$ cat config.mk
export PLATFORM = sky130hd
export DESIGN_NAME = sha256_block_compress_top
export DESIGN_NICKNAME = d
export VERILOG_FILES = /design/src/rtl/core/sha256bc_pkg.sv /design/src/rtl/core/sha256bc_sched.sv /design/src/rtl/core/sha256bc_round.sv /design/src/rtl/core/sha256_block_compress_top.sv
export VERILOG_INCLUDE_DIRS = /design/src /design/src/rtl/core
export SDC_FILE = /design/constraint.sdc
export NUM_CORES = 2
export LEC_CHECK = 0
export BUFFER_PORTS_ARGS = -buffer_cell sky130_fd_sc_hd__buf_2
export CORE_MARGIN = 2
export CORE_UTILIZATION = 40
export CTS_CLUSTER_SIZE = 12
export DETAILED_ROUTE_END_ITERATION = 7
export GPL_TIMING_DRIVEN = 1
export HOLD_SLACK_MARGIN = 0.06
export PLACE_DENSITY = 0.59
export SYNTH_ARGS = -nofsm -noshare
export SYNTH_HDL_FRONTEND = slang
export SYNTH_SLANG_ARGS = --single-unit
$ cat constraint.sdc
create_clock -name clk_i -period 11.7 [get_ports clk_i]
set_input_delay 2.34 -clock clk_i [delete_from_list [all_inputs] [get_ports clk_i]]
set_output_delay 2.34 -clock clk_i [all_outputs]
set_load 0.01 [all_outputs]
$ cat src/rtl/core/sha256_block_compress_top_assert.svh
// ---------------------------------------------------------------------------
// Assertion macros for the SHA-256 block compression engine
// Clocked on clk_i and disabled during reset (rst_ni low).
// ---------------------------------------------------------------------------
`ifndef SHA256_BLOCK_COMPRESS_TOP_ASSERT_SVH
`define SHA256_BLOCK_COMPRESS_TOP_ASSERT_SVH

// Same-cycle implication.
`define SHA256BC_ASSERT_NOW(lbl, ante, cons) \
  lbl: assert property (@(posedge clk_i) disable iff (!rst_ni) (ante) |-> (cons)) \
    else $error("sha256bc assertion failed");

// Next-cycle implication.
`define SHA256BC_ASSERT_NEXT(lbl, ante, cons) \
  lbl: assert property (@(posedge clk_i) disable iff (!rst_ni) (ante) |=> (cons)) \
    else $error("sha256bc assertion failed");

`endif

$ cat src/rtl/core/sha256bc_pkg.sv
// ---------------------------------------------------------------------------
// sha256bc_pkg
// Types, constants and round functions of the SHA-256 compression engine.
// ---------------------------------------------------------------------------
`timescale 1ns / 1ps

package sha256bc_pkg;

  localparam int unsigned WordW     = 32;
  localparam int unsigned NumWords  = 16;
  localparam int unsigned NumVars   = 8;
  localparam int unsigned NumRounds = 64;

  typedef logic [WordW-1:0] word_t;

  // Input item: one message word plus the message start flag
  typedef struct packed {
    logic [31:0] message_word;
    logic        start_message;
  } sha256bc_in_t;

  // Output item: one digest word with its position
  typedef struct packed {
    logic [31:0] digest_word;
    logic [2:0]  digest_index;
    logic        digest_last;
  } sha256bc_out_t;

  // Controls from the sequencer to the schedule window and round unit
  typedef struct packed {
    logic shift_in;    // accepted message word enters the window
    logic expand;      // window advances by one expanded word
    logic vars_load;   // working variables take the chaining value
    logic round_step;  // one compression round
  } sha256bc_ctrl_t;

  // Standard initial hash, index 0 is H0
  localparam word_t [NumVars-1:0] InitHash = '{
    32'h5be0cd19, 32'h1f83d9ab, 32'h9b05688c, 32'h510e527f,
    32'ha54ff53a, 32'h3c6ef372, 32'hbb67ae85, 32'h6a09e667
  };

  function automatic word_t rotr(input word_t v, input int unsigned n);
    rotr = (v >> n) | (v << (WordW - n));
  endfunction

  function automatic word_t big_sigma0(input word_t v);
    big_sigma0 = rotr(v, 2) ^ rotr(v, 13) ^ rotr(v, 22);
  endfunction

  function automatic word_t big_sigma1(input word_t v);
    big_sigma1 = rotr(v, 6) ^ rotr(v, 11) ^ rotr(v, 25);
  endfunction

  function automatic word_t small_sigma0(input word_t v);
    small_sigma0 = rotr(v, 7) ^ rotr(v, 18) ^ (v >> 3);
  endfunction

  function automatic word_t small_sigma1(input word_t v);
    small_sigma1 = rotr(v, 17) ^ rotr(v, 19) ^ (v >> 10);
  endfunction

  // Round constants
  function automatic word_t round_k(input logic [5:0] idx);
    word_t k;
    unique case (idx)
      6'd0:  k = 32'h428a2f98;  6'd1:  k = 32'h71374491;
      6'd2:  k = 32'hb5c0fbcf;  6'd3:  k = 32'he9b5dba5;
      6'd4:  k = 32'h3956c25b;  6'd5:  k = 32'h59f111f1;
      6'd6:  k = 32'h923f82a4;  6'd7:  k = 32'hab1c5ed5;
      6'd8:  k = 32'hd807aa98;  6'd9:  k = 32'h12835b01;
      6'd10: k = 32'h243185be;  6'd11: k = 32'h550c7dc3;
      6'd12: k = 32'h72be5d74;  6'd13: k = 32'h80deb1fe;
      6'd14: k = 32'h9bdc06a7;  6'd15: k = 32'hc19bf174;
      6'd16: k = 32'he49b69c1;  6'd17: k = 32'hefbe4786;
      6'd18: k = 32'h0fc19dc6;  6'd19: k = 32'h240ca1cc;
      6'd20: k = 32'h2de92c6f;  6'd21: k = 32'h4a7484aa;
      6'd22: k = 32'h5cb0a9dc;  6'd23: k = 32'h76f988da;
      6'd24: k = 32'h983e5152;  6'd25: k = 32'ha831c66d;
      6'd26: k = 32'hb00327c8;  6'd27: k = 32'hbf597fc7;
      6'd28: k = 32'hc6e00bf3;  6'd29: k = 32'hd5a79147;
      6'd30: k = 32'h06ca6351;  6'd31: k = 32'h14292967;
      6'd32: k = 32'h27b70a85;  6'd33: k = 32'h2e1b2138;
      6'd34: k = 32'h4d2c6dfc;  6'd35: k = 32'h53380d13;
      6'd36: k = 32'h650a7354;  6'd37: k = 32'h766a0abb;
      6'd38: k = 32'h81c2c92e;  6'd39: k = 32'h92722c85;
      6'd40: k = 32'ha2bfe8a1;  6'd41: k = 32'ha81a664b;
      6'd42: k = 32'hc24b8b70;  6'd43: k = 32'hc76c51a3;
      6'd44: k = 32'hd192e819;  6'd45: k = 32'hd6990624;
      6'd46: k = 32'hf40e3585;  6'd47: k = 32'h106aa070;
      6'd48: k = 32'h19a4c116;  6'd49: k = 32'h1e376c08;
      6'd50: k = 32'h2748774c;  6'd51: k = 32'h34b0bcb5;
      6'd52: k = 32'h391c0cb3;  6'd53: k = 32'h4ed8aa4a;
      6'd54: k = 32'h5b9cca4f;  6'd55: k = 32'h682e6ff3;
      6'd56: k = 32'h748f82ee;  6'd57: k = 32'h78a5636f;
      6'd58: k = 32'h84c87814;  6'd59: k = 32'h8cc70208;
      6'd60: k = 32'h90befffa;  6'd61: k = 32'ha4506ceb;
      6'd62: k = 32'hbef9a3f7;  6'd63: k = 32'hc67178f2;
      default: k = '0;
    endcase
    round_k = k;
  endfunction

endpackage

$ cat src/rtl/core/sha256bc_sched.sv
// ---------------------------------------------------------------------------
// sha256bc_sched
// Sixteen-word message schedule window. Message words shift in at the top;
// during the rounds the window advances one expanded word per cycle.
// ---------------------------------------------------------------------------
`timescale 1ns / 1ps

module sha256bc_sched
  import sha256bc_pkg::*;
(
  input  logic           clk_i,
  input  sha256bc_ctrl_t ctrl_i,
  input  word_t          word_i,
  output word_t          wt_o
);

  word_t w_q [NumWords];
  word_t w_new;

  // W[t+16] from the current window, W[t] sits at the bottom
  assign w_new = small_sigma1(w_q[14]) + w_q[9] + small_sigma0(w_q[1]) + w_q[0];

  // Shift the window down by one; the top takes a message or expanded word
  always_ff @(posedge clk_i) begin
    if (ctrl_i.shift_in || ctrl_i.expand) begin
      for (int i = 0; i < NumWords - 1; i++) begin
        w_q[i] <= w_q[i+1];
      end
      w_q[NumWords-1] <= ctrl_i.shift_in ? word_i : w_new;
    end
  end

  assign wt_o = w_q[0];

endmodule

$ cat src/rtl/core/sha256bc_round.sv
// ---------------------------------------------------------------------------
// sha256bc_round
// Shared round unit: holds the working variables a..h and applies one
// compression round per step.
// ---------------------------------------------------------------------------
`timescale 1ns / 1ps

module sha256bc_round
  import sha256bc_pkg::*;
(
  input  logic                clk_i,
  input  sha256bc_ctrl_t      ctrl_i,
  input  word_t [NumVars-1:0] init_i,
  input  word_t               wt_i,
  input  word_t               kt_i,
  output word_t [NumVars-1:0] vars_o
);

  word_t [NumVars-1:0] vars_q;
  word_t [NumVars-1:0] vars_d;
  word_t               t1;
  word_t               t2;
  word_t               ch;
  word_t               maj;

  // Index 0 is a, index 7 is h
  assign ch  = (vars_q[4] & vars_q[5]) ^ (~vars_q[4] & vars_q[6]);
  assign maj = (vars_q[0] & vars_q[1]) ^ (vars_q[0] & vars_q[2]) ^ (vars_q[1] & vars_q[2]);
  assign t1  = vars_q[7] + big_sigma1(vars_q[4]) + ch + kt_i + wt_i;
  assign t2  = big_sigma0(vars_q[0]) + maj;

  always_comb begin
    vars_d    = vars_q;
    vars_d[7] = vars_q[6];
    vars_d[6] = vars_q[5];
    vars_d[5] = vars_q[4];
    vars_d[4] = vars_q[3] + t1;
    vars_d[3] = vars_q[2];
    vars_d[2] = vars_q[1];
    vars_d[1] = vars_q[0];
    vars_d[0] = t1 + t2;
  end

  always_ff @(posedge clk_i) begin
    if (ctrl_i.vars_load) begin
      vars_q <= init_i;
    end else if (ctrl_i.round_step) begin
      vars_q <= vars_d;
    end
  end

  assign vars_o = vars_q;

endmodule

$ cat src/rtl/core/sha256_block_compress_top.sv
// ---------------------------------------------------------------------------
// sha256_block_compress_top
// SHA-256 block compression engine: 16 words in, 8 digest words out.
// ---------------------------------------------------------------------------
// Usage:
//   Input channel (in_valid_i / in_stall_o / in_item_i) takes one 32-bit
//   big-endian word of an already padded message per item. Set
//   start_message on the first word of a message to reload the initial hash.
//   Without it, blocks keep chaining on the current value.
//   After the sixteenth word of a block the engine stalls its input, runs
//   64 rounds (one per cycle in the shared round unit), adds the working
//   variables into the chaining value in ST_FINAL, then presents the eight
//   digest words on the output channel (out_valid_o / out_stall_i /
//   out_item_o), index 0 first, digest_last on index 7.
//   The round loop dominates the time that a block takes.
//   A stalled output holds its item; the input stays stalled until the
//   eighth word is taken.
//   Reset loads the initial hash and clears the word and round counters.
// ---------------------------------------------------------------------------
`timescale 1ns / 1ps

module sha256_block_compress_top
  import sha256bc_pkg::*;
(
  input  logic          clk_i,
  input  logic          rst_ni,
  input  logic          in_valid_i,
  output logic          in_stall_o,
  input  sha256bc_in_t  in_item_i,
  output logic          out_valid_o,
  input  logic          out_stall_i,
  output sha256bc_out_t out_item_o
);

  typedef enum logic [3:0] {
    ST_LOAD  = 4'b0001,
    ST_ROUND = 4'b0010,
    ST_FINAL = 4'b0100,
    ST_OUT   = 4'b1000
  } state_e;

  state_e              state_q, state_d;
  logic [3:0]          word_cnt_q, word_cnt_d;
  logic [5:0]          round_cnt_q, round_cnt_d;
  logic [2:0]          out_idx_q, out_idx_d;
  word_t [NumVars-1:0] chain_q, chain_d;
  word_t [NumVars-1:0] vars;
  word_t               wt;
  word_t               kt;
  sha256bc_ctrl_t      ctrl;
  logic                in_acc;
  logic                out_acc;
  logic                block_done;

  assign in_stall_o  = (state_q != ST_LOAD);
  assign out_valid_o = (state_q == ST_OUT);
  assign in_acc      = in_valid_i && !in_stall_o;
  assign out_acc     = out_valid_o && !out_stall_i;

  // Sixteenth word of a block; a start word is always word 0
  assign block_done = in_acc && !in_item_i.start_message && (word_cnt_q == 4'd15);

  assign kt = round_k(round_cnt_q);

  always_comb begin
    ctrl            = '0;
    ctrl.shift_in   = in_acc;
    ctrl.expand     = (state_q == ST_ROUND);
    ctrl.vars_load  = block_done;
    ctrl.round_step = (state_q == ST_ROUND);
  end

  // Sequencer
  always_comb begin
    state_d     = state_q;
    word_cnt_d  = word_cnt_q;
    round_cnt_d = round_cnt_q;
    out_idx_d   = out_idx_q;
    chain_d     = chain_q;
    unique case (state_q)
      ST_LOAD: begin
        if (in_acc) begin
          if (in_item_i.start_message) begin
            chain_d    = InitHash;
            word_cnt_d = 4'd1;
          end else begin
            word_cnt_d = word_cnt_q + 4'd1;
          end
          if (block_done) begin
            state_d = ST_ROUND;
          end
        end
      end
      ST_ROUND: begin
        round_cnt_d = round_cnt_q + 6'd1;
        if (round_cnt_q == 6'(NumRounds - 1)) begin
          state_d = ST_FINAL;
        end
      end
      ST_FINAL: begin
        for (int i = 0; i < NumVars; i++) begin
          chain_d[i] = chain_q[i] + vars[i];
        end
        out_idx_d = '0;
        state_d   = ST_OUT;
      end
      ST_OUT: begin
        if (out_acc) begin
          out_idx_d = out_idx_q + 3'd1;
          if (out_idx_q == 3'(NumVars - 1)) begin
            state_d = ST_LOAD;
          end
        end
      end
      default: state_d = ST_LOAD;
    endcase
  end

  always_ff @(posedge clk_i or negedge rst_ni) begin
    if (!rst_ni) begin
      state_q     <= ST_LOAD;
      word_cnt_q  <= '0;
      round_cnt_q <= '0;
      out_idx_q   <= '0;
      chain_q     <= InitHash;
    end else begin
      state_q     <= state_d;
      word_cnt_q  <= word_cnt_d;
      round_cnt_q <= round_cnt_d;
      out_idx_q   <= out_idx_d;
      chain_q     <= chain_d;
    end
  end

  sha256bc_sched u_sched (
    .clk_i  (clk_i),
    .ctrl_i (ctrl),
    .word_i (in_item_i.message_word),
    .wt_o   (wt)
  );

  sha256bc_round u_round (
    .clk_i  (clk_i),
    .ctrl_i (ctrl),
    .init_i (chain_q),
    .wt_i   (wt),
    .kt_i   (kt),
    .vars_o (vars)
  );

  // Digest output straight from the chaining registers
  always_comb begin
    out_item_o              = '0;
    out_item_o.digest_word  = chain_q[out_idx_q];
    out_item_o.digest_index = out_idx_q;
    out_item_o.digest_last  = (out_idx_q == 3'(NumVars - 1));
  end

`include "sha256_block_compress_top_assert.svh"

  // Round counter only moves inside the round loop
  `SHA256BC_ASSERT_NOW(a_round_cnt_idle, (state_q != ST_ROUND), (round_cnt_q == 6'd0))
  // Finalization hands over to the first digest word
  `SHA256BC_ASSERT_NEXT(a_final_to_out, (state_q == ST_FINAL), (out_valid_o && out_idx_q == 3'd0))
  // Taking the last digest word reopens the input
  `SHA256BC_ASSERT_NEXT(a_last_reopens, (out_acc && out_item_o.digest_last), (!in_stall_o && !out_valid_o))

endmodule
Word-level counts from Yosys, hierarchy flattened
Memories as Yosys holds them, arrays and structs flattened.
Cells that the tools add are included.
{ "totals": {"out_inout_bits": 38, "memories": 2, "romBits": 2048, "elab_cells": 119, "register_bits": 529, "ramBits": 512} }
{ "mem_list": {"columns": ["memory", "words", "word_bits", "rd", "rd_ports_with_merged_regs", "write_ports", "line", "text"], "rows": [
  ["(name not given)", 64, 32, 1, 0, 0, "sha256bc_pkg.sv:66", "unique case (idx)"],
  ["u_sched.w_q", 16, 32, 16, 0, 16, "sha256bc_sched.sv:17", "word_t w_q [NumWords];"]
]} }
{ "op_classes": {"n_eq_ne": 14, "add_sub_neg": 21, "muxes": 19, "bitwise": 27, "n_reduce_logical": 15, "order_cmp": 1} }
{ "op_table": {"columns": ["operator", "n"], "rows": [
  ["$mux W256", 4],
  ["$add A32 B32 Y32", 18],
  ["$pmux W256 S2", 1],
  ["$xor A32 B32 Y32", 9],
  ["$and A32 B32 Y32", 5],
  ["$bmux W32 S3", 1],
  ["$mux W32", 2],
  ["$not A32 Y32", 1],
  ["$or A10 B32 Y32", 1],
  ["$or A13 B32 Y32", 1],
  ["$or A14 B32 Y32", 1],
  ["$or A15 B32 Y32", 1],
  ["$or A19 B32 Y32", 1],
  ["$or A21 B32 Y32", 1],
  ["$or A25 B32 Y32", 1],
  ["$or A26 B32 Y32", 1],
  ["$or A30 B32 Y32", 1],
  ["$or A7 B32 Y32", 1],
  ["$xor A32 B22 Y32", 1],
  ["$xor A32 B29 Y32", 1],
  ["$mux W4", 6],
  ["$pmux W4 S4", 1],
  ["$eq A4 B4 Y1 const B", 2],
  ["$ne A2 B2 Y1 const B", 4],
  ["other kinds (21)", 31]
]} }

Depth between registers and ports, before layout
{ "depth": {"word_depth": 10, "mapped_depth": 41} }

Cells and area by module
Synthesis repeated with hierarchy kept, for this count alone.
{ "hier_totals": {"cells_unflattened": 6326, "area_unflattened_um2": 68365.6} }
{ "modules_own_cells": {"columns": ["mod", "n_inst", "area_each_um2", "cells_per_inst", "seq_area_each_um2"], "rows": [
  ["sha256_block_compress_top", 1, 27035.9, 3233, 7003.0],
  ["sha256bc_round", 1, 20820.0, 1923, 7687.4],
  ["sha256bc_sched", 1, 20509.7, 1170, 15374.7]
]} }

Worst setup path after synthesis
Ideal clock, no wire load.
{ "synth_path": {"path_kind": "input to register", "startpoint": "in in_valid_i", "endpoint": "mem u_sched.w_q[0][0] (netlist bit) (enable)", "stages": 3, "arrival_time_ns": 11.084, "slack_ns": -3.012, "t_required_ns": 8.072, "n_path_buf": 1, "setup_ns": 3.628, "cell_sequence": "nand2_1 clkbuf_1 nand2_1"} }
{ "synth_rtl": {"columns": ["item", "line", "text"], "rows": [
  ["start, declared", "sha256_block_compress_top.sv:27", "input logic in_valid_i,"],
  ["end, declared", "sha256bc_sched.sv:17", null]
]} }

Worst setup path in the final report
{ "layout_path": {"startpoint": "reg round_cnt_q[1]", "endpoint": "reg u_round.vars_q, in the netlist u_round.vars_o[30] (data pin)"} }
{ "layout_via": {"elab_chain_len": 6} }
{ "layout_rtl": {"columns": ["item", "line", "text"], "rows": [
  ["start, declared", "sha256_block_compress_top.sv:44", "logic [5:0] round_cnt_q, round_cnt_d;"],
  ["start signal, assigned", "sha256_block_compress_top.sv:129", "round_cnt_q <= round_cnt_d;"],
  ["$mem_v2 Z64 W32", null, null],
  ["$add A32 B32 Y32 (2 in series)", "sha256bc_round.sv:29", "assign t1 = vars_q[7] + big_sigma1(vars_q[4]) + ch + kt_i + wt_i;"],
  ["$add A32 B32 Y32", "sha256bc_round.sv:41", "vars_d[0] = t1 + t2;"],
  ["$mux W256", "sha256bc_round.sv:47", "end else if (ctrl_i.round_step) begin"],
  ["$mux W256", "sha256bc_round.sv:45", "if (ctrl_i.vars_load) begin"],
  ["end signal, assigned", "sha256bc_round.sv:46", "vars_q <= init_i;"],
  ["end signal, assigned", "sha256bc_round.sv:48", "vars_q <= vars_d;"],
  ["end, declared", "sha256bc_round.sv:19", "word_t [NumVars-1:0] vars_q;"]
]} }
Every way passes these cells. The select of a mux whose other input is x is not followed.
A chain may end at the register's enable or synchronous reset.

==> metrics.md <==
| Metric | Value |
|---|---|
| RePlAce Congestion | 0.9589 |
| Status | finished, final reports clean |
| Crit share post-route | 0.9023 |
| Setup crit end kind | flop |
| Clock Pin Slew Worst Setup and Hold Paths | 60 ps |
| Latest clock arrival within the worst-skew pair | 790 ps |
| Post-synth top area share | 0.3523 |
| DRT antenna net count | 0 |
| Initial DRC Count | 4799 |
| Setup Fix Bufs, Post-CTS | 0 |
| First-pass GRT wire length | 306700 um |
| DRC Markers | 0 |
| CTS tree | built |
| Initial antenna violation count | 5 |
| Drt wl/cell | 24.63 um |
| Area of the multi-input gates | 33460 um2 |
| Clk sinks | 1041 |
| Clock root buffer | clkbuf_16 |
| Achievable frequency | 94.73 MHz |
| H-tree depth | 3 |
| Hpwl dp | 152100 um |
| Crit path kind | reg -> reg |
| Number of global-route vias before repair | 46.26k |
| TritonRoute pass-1 iters | 6 |
| Setup Skew | 64.25 ps |
| Post-synthesis cell type count | 93 |
| Placed insts | 8181 |
| Max Cap Violations | 0 |
| Primary FF master, synth | edfxtp_1 |
| Core area | 162600 um2 |
| Most frequent CP cell | a21oi_1 |
| FP Rows | 148 |
| Mapped Nets | 6781 |
| Inserted Clock Buffers | 119 |
| Die height | 408.5 um |
| Startpoint Class | flop |
| DIE AREA | 166900 um2 |
| Post_cts resized | 0 |
| Peak supply drop | 0.0001880 V |
| Total GRT Usage | 0.2440 |
| NetSw | 4.175 mW |
| #FFs+latches synth | 1041 |
| Top cells by area, synth | edfxtp_1 (35%), ha_1 (7.5%), fa_1 (6.0%) |
| Measured slew at the worst slew-check pin | 1163 ps |
| Power per cell area | 171.1 nW/um2 |
| N_diodes | 0 |
| I/O pin cnt | 75 |
| Critical Path Fanout Max | 20 |
| Fillers | 15.35k |
| Post-synthesis sequential area ratio | 0.4593 |
| Cell taking the most area after synthesis | edfxtp_1 |
| Hold Crit Depth | 0 |
| Final wirelength | 206700 um |
| PortBufs | 74 |
| Min-Delay Path Class | reg -> reg |
| Combinational power share | 0.324 |
| Gr ovfl total | 0 |
| Int Pwr | 8.159 mW |
| Reg2Reg Depth | 34 |
| Via-to-Cell Ratio | 5.723 |
| CP max-delay cell | ha_1 |
| Synthesized area | 65460 um2 |
| Worst EP required | 12290 ps |
| Sw frac | 0.3385 |
| Sequential Power Share | 0.365 |
| Register area | 30080 um2 |
| Initial cell density of the core | 0.4026 |
| Hold Buf Count CTS | 0 |
| Finished Layout Cells | 8392 |
| Final setup viols | 0 |
| Clock Power Share | 0.311 |
| Vias | 48.02k |
| Share of cells above drive strength 1 | 0.1010 |
| RSZ-0062 raised after global routing | no |
| Rel. slew slack | 0.2244 |
| Largest net degree at the start of global routing | 194 |
| Setup_tns | 0 ps |
| Max-slew violations | 0 |
| Mapped Cells | 6156 |
| Highest cell delay on the worst timing path | 960 ps |
| P_leak | 28.56 nW |
| Post-synthesis async set-or-reset flop share | 0.2622 |
| Clk buf depth | 3 |
| Synth warnings | 0 |
| Minimum clock period | 10560 ps |
| Layout area overhead | 10.10% |
| Synth Area per Inst | 10.63 um2 |
| Number of flops mapped to enable cells by yosys | 768 |
| Data arrival, critical path | 11150 ps |
| Final nets | 6752 |
| Die X-Extent | 408.5 um |
| Hold Vio Cnt, Final | 0 |
| Top-count cell post-synth | nand2_1 |
| Synth cell count leaders | nand2_1 (973), edfxtp_1 (768), a21oi_1 (493) |
## area by class of cell
| cell class | count | share of cell area |
|---|---|---|
| clock buffers | 160 | 0.04470 |
| clock inverters | 51 | 0.01047 |
| inverters | 249 | 0.01297 |
| multi-input cells | 4585 | 0.4643 |
| flip-flops and latches | 1041 | 0.4174 |
| well taps | 2175 | 0.03776 |
| repair buffers | 131 | 0.01243 |
## final timing paths
path | end | from | slack [ps]
max in group asynchronous | chain_q[160] | rst_ni | 7960
min in group asynchronous | chain_q[186] | rst_ni | 1550
min reg2reg | u_sched.w_q[0][159] | u_sched.w_q[0][191] | 390
max reg2reg | u_round.vars_o[30] | round_cnt_q[1] | 1140
min | u_sched.w_q[0][159] | u_sched.w_q[0][191] | 390
max | u_round.vars_o[30] | round_cnt_q[1] | 1140
## critical path: cells and delay by family, from the launching register on
family                   cells  cell delay [ps]
adder cells (fa/ha/maj)      7             3560
AND/OR/NAND/NOR              7             1330
flip-flops                   1              810
XOR/XNOR                     1              230
buffers and inverters        3              740
AO/OA/AOI/OAI               16             3670
## power by group through the flow
| stage | Combinational, mW | Clock [mW] | Sequential, mW |
|---|---|---|---|
| finish | 4.00 | 3.83 | 4.50 |
| global route | 4.38 | 4.05 | 4.52 |
| CTS | 3.93 | 3.91 | 4.50 |
| detailed placement | 3.89 | 0 | 4.58 |
| global placement | 3.86 | 0 | 4.57 |
| floorplan | 2.78 | 0 | 4.52 |
## stage by stage
step	setup slack [ps]	instance area (um2)	hold WS (ps)	power, mW	utilization
2_1_floorplan	2164	65460	400.3	7.301	-
3_3_place_gp	1660	68090	400.2	8.422	0.4188
3_5_place_dp	1449	68090	404.5	8.464	0.4188
4_1_cts	1372	72070	387.4	12.34	0.4433
5_1_grt	500.3	72070	413.8	12.96	0.4433
6_report	1143	72070	387.6	12.33	0.4433
## placed cells by master, fill, tap and decap left out, types with 86 or more instances in the layout
cell type / synthesis / final
ha_1: 393 / 393
dfrtp_1: 136 / 129
a21o_1: 184 / 184
nand2_1: 973 / 970
o21ai_0: 384 / 384
nand3_1: 86 / 86
nor2_1: 361 / 361
a21oi_1: 493 / 492
inv_1: 246 / 246
edfxtp_1: 768 / 768
clkbuf_16: 0 / 119
xor2_1: 189 / 189
dfstp_2: 137 / 137
fa_1: 195 / 195
xnor2_1: 392 / 392
## logic make-up after synthesis
family          synth area share
compound gates            0.1448
fa+ha+maj                 0.1380
mux                      0.03662
buf+inv                  0.03039
flops                     0.4593
simple gates              0.1132
xor+xnor                 0.07774
## sequential cells by signal, summed over array words and instances, names as in the netlist
signal and flops:
u_sched.w_q 512, state_q 4, u_round.vars_o 256, out_idx_q 3
chain_q 256, round_cnt_q 6, word_cnt_q 4
## routing by layer
metal,part of all wire,track usage,vias up
met5,0.000058,0,-
met4,0.043,0.09581,2
met3,0.072,0.03675,341
met2,0.45,0.3761,1806
met1,0.43,0.3454,23930
li1,-,-,21950
Note: power is estimated with default switching activity, not from simulation.
